**config.mk**
```make
export PLATFORM = sky130hd
export DESIGN_NAME = sexpr_tokenizer
export DESIGN_NICKNAME = d
export VERILOG_FILES = /design/src/design/sxt_pkg.sv /design/src/design/sxt_front.sv /design/src/design/sxt_queue.sv /design/src/design/sxt_back.sv /design/src/design/sexpr_tokenizer.sv
export SDC_FILE = /design/constraint.sdc
export NUM_CORES = 1
export LEC_CHECK = 0
export ABC_AREA = 1
export BUFFER_PORTS_ARGS = -buffer_cell sky130_fd_sc_hd__buf_4
export CAP_MARGIN = 20
export CORE_AREA = 2 2 234 236
export CTS_BUF_LIST = sky130_fd_sc_hd__clkbuf_4
export DETAILED_ROUTE_END_ITERATION = 8
export DIE_AREA = 0 0 236 238
export GPL_ROUTABILITY_DRIVEN = 0
export GPL_TIMING_DRIVEN = 0
export RECOVER_POWER = 100
export SLEW_MARGIN = 20
export SYNTH_ARGS = -nofsm -noshare
export SYNTH_HDL_FRONTEND = slang
export SYNTH_SLANG_ARGS = --single-unit
```
**constraint.sdc**
```tcl
create_clock -name clk -period 18.9 [get_ports clk]
set_input_delay 0.945 -clock clk [delete_from_list [all_inputs] [get_ports clk]]
set_output_delay 0.945 -clock clk [all_outputs]
set_load 0.005 [all_outputs]
```
**src/design/sxt_pkg.sv**
```systemverilog
// Shared types and constants for the s-expression tokenizer.
// No dependencies; imported by every module of the block.
package sxt_pkg;

  localparam logic [31:0] MAX_TEXT_LEN = 32'd65535;
  localparam logic [15:0] POS_CAP =
    (MAX_TEXT_LEN > 32'd65535) ? 16'hFFFF : MAX_TEXT_LEN[15:0];

  localparam int QUEUE_DEPTH_DEF = 4;

  localparam logic [3:0] KIND_OPEN      = 4'd0;
  localparam logic [3:0] KIND_CLOSE     = 4'd1;
  localparam logic [3:0] KIND_DOT       = 4'd2;
  localparam logic [3:0] KIND_QUOTE     = 4'd3;
  localparam logic [3:0] KIND_BACKQUOTE = 4'd4;
  localparam logic [3:0] KIND_COMMA     = 4'd5;
  localparam logic [3:0] KIND_STRING    = 4'd6;
  localparam logic [3:0] KIND_SYMBOL    = 4'd7;
  localparam logic [3:0] KIND_END       = 4'd8;

  typedef struct packed {
    logic [7:0] char_code;
    logic       is_final;
  } item_t;

  typedef struct packed {
    logic [3:0]  token_kind;
    logic [15:0] start_offset;
    logic [15:0] end_offset;
    logic        run_last;
  } token_t;

  // One token inside a queue entry (run_last is implied by slot position).
  typedef struct packed {
    logic [3:0]  kind;
    logic [15:0] start_offset;
    logic [15:0] end_offset;
  } slot_t;

  // All tokens caused by one input byte, 1 to 3 of them.
  typedef struct packed {
    logic [1:0]        count;
    slot_t [2:0]       slot;
  } entry_t;

endpackage

```
**src/design/sxt_front.sv**
```systemverilog
// Front end: classifies each byte, tracks scan mode and offsets, and
// builds a queue entry with every token the byte produces. Uses sxt_pkg.
module sxt_front import sxt_pkg::*; (
  input  logic   clk,
  input  logic   rst,
  input  logic   item_valid,
  output logic   item_ready,
  input  item_t  item,
  input  logic   q_full,
  output logic   push,
  output entry_t entry
);

  localparam logic [1:0] MODE_IDLE    = 2'd0;
  localparam logic [1:0] MODE_COMMENT = 2'd1;
  localparam logic [1:0] MODE_STRING  = 2'd2;
  localparam logic [1:0] MODE_SYMBOL  = 2'd3;

  localparam logic [7:0] CH_OPEN  = 8'h28;
  localparam logic [7:0] CH_CLOSE = 8'h29;
  localparam logic [7:0] CH_DQ    = 8'h22;
  localparam logic [7:0] CH_SEMI  = 8'h3B;
  localparam logic [7:0] CH_BQ    = 8'h60;
  localparam logic [7:0] CH_COMMA = 8'h2C;
  localparam logic [7:0] CH_DOT   = 8'h2E;
  localparam logic [7:0] CH_SQ    = 8'h27;
  localparam logic [7:0] CH_NL    = 8'h0A;
  localparam logic [7:0] CH_SPACE = 8'h20;

  logic [1:0]  scan_mode, scan_mode_next;
  logic [15:0] token_start, token_start_next;
  logic [15:0] position, position_next;

  logic        accept;
  logic [15:0] pe;
  logic        is_ws, is_forb, is_single, consumed;
  logic [3:0]  single_kind;
  logic [1:0]  mode_v;
  logic [15:0] ts_v;
  logic [1:0]  n;
  slot_t [2:0] slots;

  assign item_ready = !q_full;
  assign accept     = item_valid && item_ready;
  assign pe         = (position < POS_CAP) ? position + 16'd1 : POS_CAP;

  always_comb begin
    is_ws = (item.char_code == CH_SPACE) ||
            (item.char_code >= 8'd9 && item.char_code <= 8'd13);
    is_forb = (item.char_code == CH_OPEN) || (item.char_code == CH_CLOSE) ||
              (item.char_code == CH_DQ) || (item.char_code == CH_SQ) ||
              (item.char_code == CH_SEMI) || (item.char_code == CH_BQ) ||
              (item.char_code == CH_COMMA);
    is_single = 1'b1;
    unique case (item.char_code)
      CH_OPEN:  single_kind = KIND_OPEN;
      CH_CLOSE: single_kind = KIND_CLOSE;
      CH_DOT:   single_kind = KIND_DOT;
      CH_SQ:    single_kind = KIND_QUOTE;
      CH_BQ:    single_kind = KIND_BACKQUOTE;
      CH_COMMA: single_kind = KIND_COMMA;
      default: begin
        single_kind = KIND_OPEN;
        is_single   = 1'b0;
      end
    endcase
  end

  // Token builder: at most three appends per byte.
  always_comb begin
    mode_v   = scan_mode;
    ts_v     = token_start;
    consumed = 1'b0;
    n        = 2'd0;
    slots    = '0;

    unique case (scan_mode)
      MODE_SYMBOL: begin
        if (is_ws || is_forb) begin
          slots[n] = '{kind: KIND_SYMBOL, start_offset: token_start, end_offset: position};
          n = n + 2'd1;
          mode_v = MODE_IDLE;
        end
      end
      MODE_STRING: begin
        if (item.char_code == CH_DQ) begin
          slots[n] = '{kind: KIND_STRING, start_offset: token_start, end_offset: pe};
          n = n + 2'd1;
          mode_v = MODE_IDLE;
        end
        consumed = 1'b1;
      end
      MODE_COMMENT: begin
        if (item.char_code == CH_NL) mode_v = MODE_IDLE;
        consumed = 1'b1;
      end
      default: mode_v = MODE_IDLE;
    endcase

    if (mode_v == MODE_IDLE && !consumed) begin
      if (is_ws) begin
        mode_v = MODE_IDLE;
      end else if (item.char_code == CH_SEMI) begin
        mode_v = MODE_COMMENT;
      end else if (item.char_code == CH_DQ) begin
        mode_v = MODE_STRING;
        ts_v   = position;
      end else if (is_single) begin
        slots[n] = '{kind: single_kind, start_offset: position, end_offset: pe};
        n = n + 2'd1;
      end else begin
        mode_v = MODE_SYMBOL;
        ts_v   = position;
      end
    end

    if (item.is_final) begin
      if (mode_v == MODE_SYMBOL) begin
        slots[n] = '{kind: KIND_SYMBOL, start_offset: ts_v, end_offset: pe};
        n = n + 2'd1;
      end else if (mode_v == MODE_STRING) begin
        slots[n] = '{kind: KIND_STRING, start_offset: ts_v, end_offset: pe};
        n = n + 2'd1;
      end
      slots[n] = '{kind: KIND_END, start_offset: pe, end_offset: pe};
      n = n + 2'd1;
      scan_mode_next   = MODE_IDLE;
      token_start_next = 16'd0;
      position_next    = 16'd0;
    end else begin
      scan_mode_next   = mode_v;
      token_start_next = ts_v;
      position_next    = pe;
    end
  end

  assign push        = accept && (n != 2'd0);
  assign entry.count = n;
  assign entry.slot  = slots;

  always_ff @(posedge clk) begin
    if (rst) begin
      scan_mode   <= MODE_IDLE;
      token_start <= 16'd0;
      position    <= 16'd0;
    end else if (accept) begin
      scan_mode   <= scan_mode_next;
      token_start <= token_start_next;
      position    <= position_next;
    end
  end

endmodule

```
**src/design/sxt_queue.sv**
```systemverilog
// Short FIFO of token entries between front and back end.
// Uses sxt_pkg for the entry type.
module sxt_queue import sxt_pkg::*; #(
  parameter int DEPTH = QUEUE_DEPTH_DEF
) (
  input  logic   clk,
  input  logic   rst,
  input  logic   push,
  input  entry_t push_entry,
  input  logic   pop,
  output entry_t head,
  output logic   empty,
  output logic   full
);

  localparam int PTR_W = (DEPTH > 1) ? $clog2(DEPTH) : 1;
  localparam int CNT_W = $clog2(DEPTH + 1);
  localparam logic [PTR_W-1:0] PTR_LAST = PTR_W'(DEPTH - 1);
  localparam logic [CNT_W-1:0] CNT_FULL = CNT_W'(DEPTH);

  entry_t           store [DEPTH];
  logic [PTR_W-1:0] wr_ptr, rd_ptr;
  logic [CNT_W-1:0] count;
  logic             do_push, do_pop;

  assign empty   = (count == '0);
  assign full    = (count == CNT_FULL);
  assign do_push = push && !full;
  assign do_pop  = pop && !empty;
  assign head    = store[rd_ptr];

  always_ff @(posedge clk) begin
    if (do_push) store[wr_ptr] <= push_entry;
  end

  always_ff @(posedge clk) begin
    if (rst) begin
      wr_ptr <= '0;
      rd_ptr <= '0;
      count  <= '0;
    end else begin
      if (do_push) wr_ptr <= (wr_ptr == PTR_LAST) ? '0 : wr_ptr + PTR_W'(1);
      if (do_pop)  rd_ptr <= (rd_ptr == PTR_LAST) ? '0 : rd_ptr + PTR_W'(1);
      if (do_push && !do_pop)      count <= count + CNT_W'(1);
      else if (do_pop && !do_push) count <= count - CNT_W'(1);
    end
  end

endmodule

```
**src/design/sxt_back.sv**
```systemverilog
// Back end: walks the tokens of the head entry one per transfer into a
// registered output stage. Uses sxt_pkg.
module sxt_back import sxt_pkg::*; (
  input  logic   clk,
  input  logic   rst,
  input  entry_t head,
  input  logic   q_empty,
  output logic   pop,
  output logic   token_valid,
  input  logic   token_ready,
  output token_t token
);

  logic [1:0] sub;
  logic       load, last;
  slot_t      cur;

  assign load = !token_valid || token_ready;
  assign last = (sub == head.count - 2'd1);
  assign pop  = load && !q_empty && last;

  always_comb begin
    case (sub)
      2'd0:    cur = head.slot[0];
      2'd1:    cur = head.slot[1];
      default: cur = head.slot[2];
    endcase
  end

  always_ff @(posedge clk) begin
    if (rst) begin
      token_valid <= 1'b0;
      sub         <= 2'd0;
    end else if (load) begin
      token_valid <= !q_empty;
      if (!q_empty) sub <= last ? 2'd0 : sub + 2'd1;
    end
  end

  always_ff @(posedge clk) begin
    if (load && !q_empty) begin
      token.token_kind   <= cur.kind;
      token.start_offset <= cur.start_offset;
      token.end_offset   <= cur.end_offset;
      token.run_last     <= last;
    end
  end

endmodule

```
**src/design/sexpr_tokenizer.sv**
```systemverilog
// Top level of the s-expression tokenizer: front end, entry queue, back end.
// Depends on sxt_pkg, sxt_front, sxt_queue and sxt_back.
//
// Usage: text bytes enter on the item channel (item_valid/item_ready, one
// byte per transfer, is_final on the last byte of a text). Tokens leave on
// the token channel (token_valid/token_ready), one token per transfer with
// kind, start and end offsets, and run_last on the last token of a byte.
// A byte is taken every cycle while the queue has room; it produces zero
// to three tokens, and the back end sends one token per cycle while the
// receiver is ready, so the sustained rate is one byte per cycle as long
// as bytes average at most one token, set by the single output register
// of the back end; each token is stored in the queue before that register.
// When the receiver stalls, the output register holds its token, the queue
// (QUEUE_DEPTH entries, one per token-producing byte) fills, and then
// item_ready drops. Bytes that make no token never enter the queue.
// Reset clears scan mode and offsets to the start of a new text and
// empties the queue; after a final byte the next byte starts at offset 0.
module sexpr_tokenizer import sxt_pkg::*; #(
  parameter int QUEUE_DEPTH = QUEUE_DEPTH_DEF
) (
  input  logic   clk,
  input  logic   rst,
  input  logic   item_valid,
  output logic   item_ready,
  input  item_t  item,
  output logic   token_valid,
  input  logic   token_ready,
  output token_t token
);

  logic   q_full, q_empty, push, pop;
  entry_t push_entry, head;

  sxt_front u_front (
    .clk        (clk),
    .rst        (rst),
    .item_valid (item_valid),
    .item_ready (item_ready),
    .item       (item),
    .q_full     (q_full),
    .push       (push),
    .entry      (push_entry)
  );

  sxt_queue #(.DEPTH(QUEUE_DEPTH)) u_queue (
    .clk        (clk),
    .rst        (rst),
    .push       (push),
    .push_entry (push_entry),
    .pop        (pop),
    .head       (head),
    .empty      (q_empty),
    .full       (q_full)
  );

  sxt_back u_back (
    .clk         (clk),
    .rst         (rst),
    .head        (head),
    .q_empty     (q_empty),
    .pop         (pop),
    .token_valid (token_valid),
    .token_ready (token_ready),
    .token       (token)
  );

  a_no_push_full: assert property (@(posedge clk) disable iff (rst)
    push |-> !q_full) else $error("push into full queue");

  a_full_empty: assert property (@(posedge clk) disable iff (rst)
    !(q_full && q_empty)) else $error("queue both full and empty");

  a_end_last: assert property (@(posedge clk) disable iff (rst)
    (token_valid && token.token_kind == KIND_END) |-> token.run_last)
    else $error("end token not last of its byte");

  a_offset_order: assert property (@(posedge clk) disable iff (rst)
    token_valid |-> (token.start_offset <= token.end_offset))
    else $error("token ends before it starts");

endmodule
```
==> flow_summary.json <==
{
  "htreeDepth": 4,
  "dp_cells": 2917,
  "rsz0062_at_grt": "false",
  "yosysWarnings": 0,
  "status": "complete, but fails checks",
  "async_reset_ff_share_pct": 0,
  "ys_ff_latch": 519,
  "skew_ns": 0.0419,
  "hold_start": "rst",
  "fin_crit_sh_pct": 49.7,
  "totalWireLength_um": 69100,
  "fp.dieH_um": 238,
  "hold_path_class": "input pin to flip-flop",
  "post-cts-setup-buffers": 0,
  "synth_edf_count": 473,
  "synth.avg_cell_area_sq_um": 10.7,
  "dp_hpwl_um": 49300,
  "dr.pass1.iters": 6,
  "antenna_found_initial": 3,
  "synth.most_common_cell": "edfxtp_1",
  "io_buffers": 51,
  "drt_iter0_markers": 1934,
  "final_area_sq_um": 25700,
  "clk_pin_slew_ns": 0.05,
  "maxCapViolations": 4,
  "p_leak_nw": 9.22,
  "synth_top_cell_by_area": "edfxtp_1",
  "die_area_sq_um": 56200,
  "synth_top_area_share_pct": 62.1,
  "critPathMaxFanout": 21,
  "violations": "max-capacitance violations, max-slew violations",
  "pin_count": 52,
  "area_delta_synth_final_pct": 12.2,
  "path_common_cell": "nand2_1",
  "clock.fmax_mhz": 107,
  "cp.arrival_ns": 9.89,
  "initial_core_util_pct": 42.7,
  "clock-sinks": 519,
  "drv_slew": 86,
  "cp.required_ns": 19.40,
  "grt_overflow": 0,
  "gr-usage-all-layers_pct": 25.0,
  "root_buffer": "clkbuf_4",
  "cts-buffers-inserted": 136,
  "power_density_nw_per_um2": 132,
  "synth_ff_type": "edfxtp_1",
  "whs_ns": 0.229,
  "synthCells": 2145,
  "holdBufCountCts": 0,
  "grt_start_max_net_pins": 23,
  "route.detailed.drc": 0,
  "placed_area_sq_um": 24800,
  "synth.top_cells.by_area": "edfxtp_1, nor2_1, o21ai_0",
  "drive_gt1_share_pct": 12.1,
  "fin_nets": 2393,
  "worst_path_max_delay_cell": "clkbuf_1",
  "syn_nets": 2179,
  "min_period_ns": 9.39,
  "fillers": 4939,
  "cp-startpoint": "item[8]",
  "ir_drop_mv": 0.0549,
  "core_area_sq_um": 53500,
  "synth_commonest_cells": "edfxtp_1, nor2_1, nand2_1",
  "crit_path_start_kind": "input pin",
  "insertion_delay_ns": 0.95,
  "critPathMaxStageDelay_ns": 1.15,
  "dr_total_vias": 17674,
  "critical_path_class": "input pin to flip-flop",
  "rrSetupSlack_ns": 9.97,
  "final_cells": 3135,
  "slew_headroom_pct": -15.9,
  "netlist_area_sq_um": 22900,
  "ys_types": 49,
  "reg2reg_from": "u_front.scan_mode[1]",
  "finalHoldViolCount": 0,
  "end_kind": "flip-flop",
  "ant_nets": 0,
  "tightest_slew_ns": 1.73,
  "clockBufferDepth": 3,
  "avgViaCountPerCell": 5.64,
  "setup_violations": 0,
  "grt_pass1_vias": 17246,
  "cts_resized": 0,
  "fp-row-count": 85,
  "routedWlPerCell_um": 22.0,
  "setup_tns_ns": 0,
  "grt_pass1_wl_um": 105000,
  "seq_area_frac_synth_pct": 66.1,
  "die_w_um": 236,
  "cts_tree": "yes"
}
-- worst max-delay path: cells and delay by family --
| family | cells | cell delay [ns] |
|---|---|---|
| buf+inv | 8 | 4.40 |
| simple gates | 14 | 3.28 |
| fa+ha+maj | 3 | 0.87 |
| compound gates | 2 | 0.34 |
-- cell families after synthesis --
kind of cell	share of synthesized area (%)
buf+inv	4.38
fa+ha+maj	1.18
simple gates	14.2
compound gates	13.7
xor+xnor	0.421
flops	66.1
-- stage by stage --
stage / util, % / power [mW] / worst slack [ns]
2_1_floorplan: - / 2.09 / 9.90
3_3_place_gp: 45.1 / 2.49 / 5.19
3_5_place_dp: 46.3 / 2.53 / 12.54
4_1_cts: 49.3 / 3.48 / 13.57
5_1_grt: 48.0 / 3.58 / 8.87
6_report: 48.0 / 3.39 / 9.51
-- report_power, final --
| group | internal, mW | switching (mW) | leakage (nW) |
|---|---|---|---|
| Sequential | 1.47 | 0.0380 | 4.82 |
| Combinational | 0.254 | 0.676 | 3.42 |
| Clock | 0.504 | 0.442 | 0.976 |
| Total | 2.23 | 1.16 | 9.22 |
-- flip-flops by register name (all words and copies together), names as in the netlist, named ones only --
name / cells
u_queue.rd_ptr: 2
u_back.sub: 2
u_queue.store: 436
u_back.token_valid: 1
u_queue.wr_ptr: 2
u_front.scan_mode: 2
u_queue.count: 3
u_front.position: 16
u_front.token_start: 16
u_back.token: 37
-- final timing paths --
check,end,cells past startpoint
worst max-delay path,u_queue.store[2][56],27
worst min-delay path,u_front.scan_mode[0],2
worst max register to register,u_queue.store[2][56],20
worst min register to register,u_queue.rd_ptr[1],2
-- per-layer routing --
metal / part of all wire, % / GRT usage (%)
met1: 42 / 32.8
met2: 46 / 39.2
met3: 9.0 / 7.08
met4: 3.5 / 10.2
met5: 0.033 / 0
-- final cells by class --
cell class | instances | area (sq um) | area share, %
Sequential cell | 519 | 15100 | 58.9
Multi-Input combinational cell | 1374 | 6570 | 25.6
Clock buffer | 193 | 1450 | 5.65
Tap cell | 696 | 871 | 3.39
Buffer | 125 | 512 | 1.99
Inverter | 127 | 478 | 1.86
Timing Repair Buffer | 76 | 477 | 1.86
Clock inverter | 23 | 169 | 0.658
Antenna cell | 2 | 5.00 | 0.0195
-- cells in the final DEF (no fill, tap or decap), types with 2 or more instances in the layout --
master,instances
buf_6,4
a21oi_1,73
nand2_2,20
xor2_1,11
clkbuf_4,233
buf_1,10
edfxtp_1,473
or2_1,2
clkinv_1,14
nor3_1,10
o21a_1,16
inv_2,7
o21ai_1,18
inv_1,124
nor2_1,361
o211ai_1,16
buf_2,6
or2_2,3
diode_2,2
nand3_2,2
buf_4,12
nand3_1,70
ha_1,20
dfxtp_1,46
bufinv_16,3
clkbuf_1,128
nand2_1,309
and3_1,2
o22ai_1,130
nor4_1,2
nand4_1,2
o21ai_0,296
No activity file was read; power rests on OpenSTA's default activity.
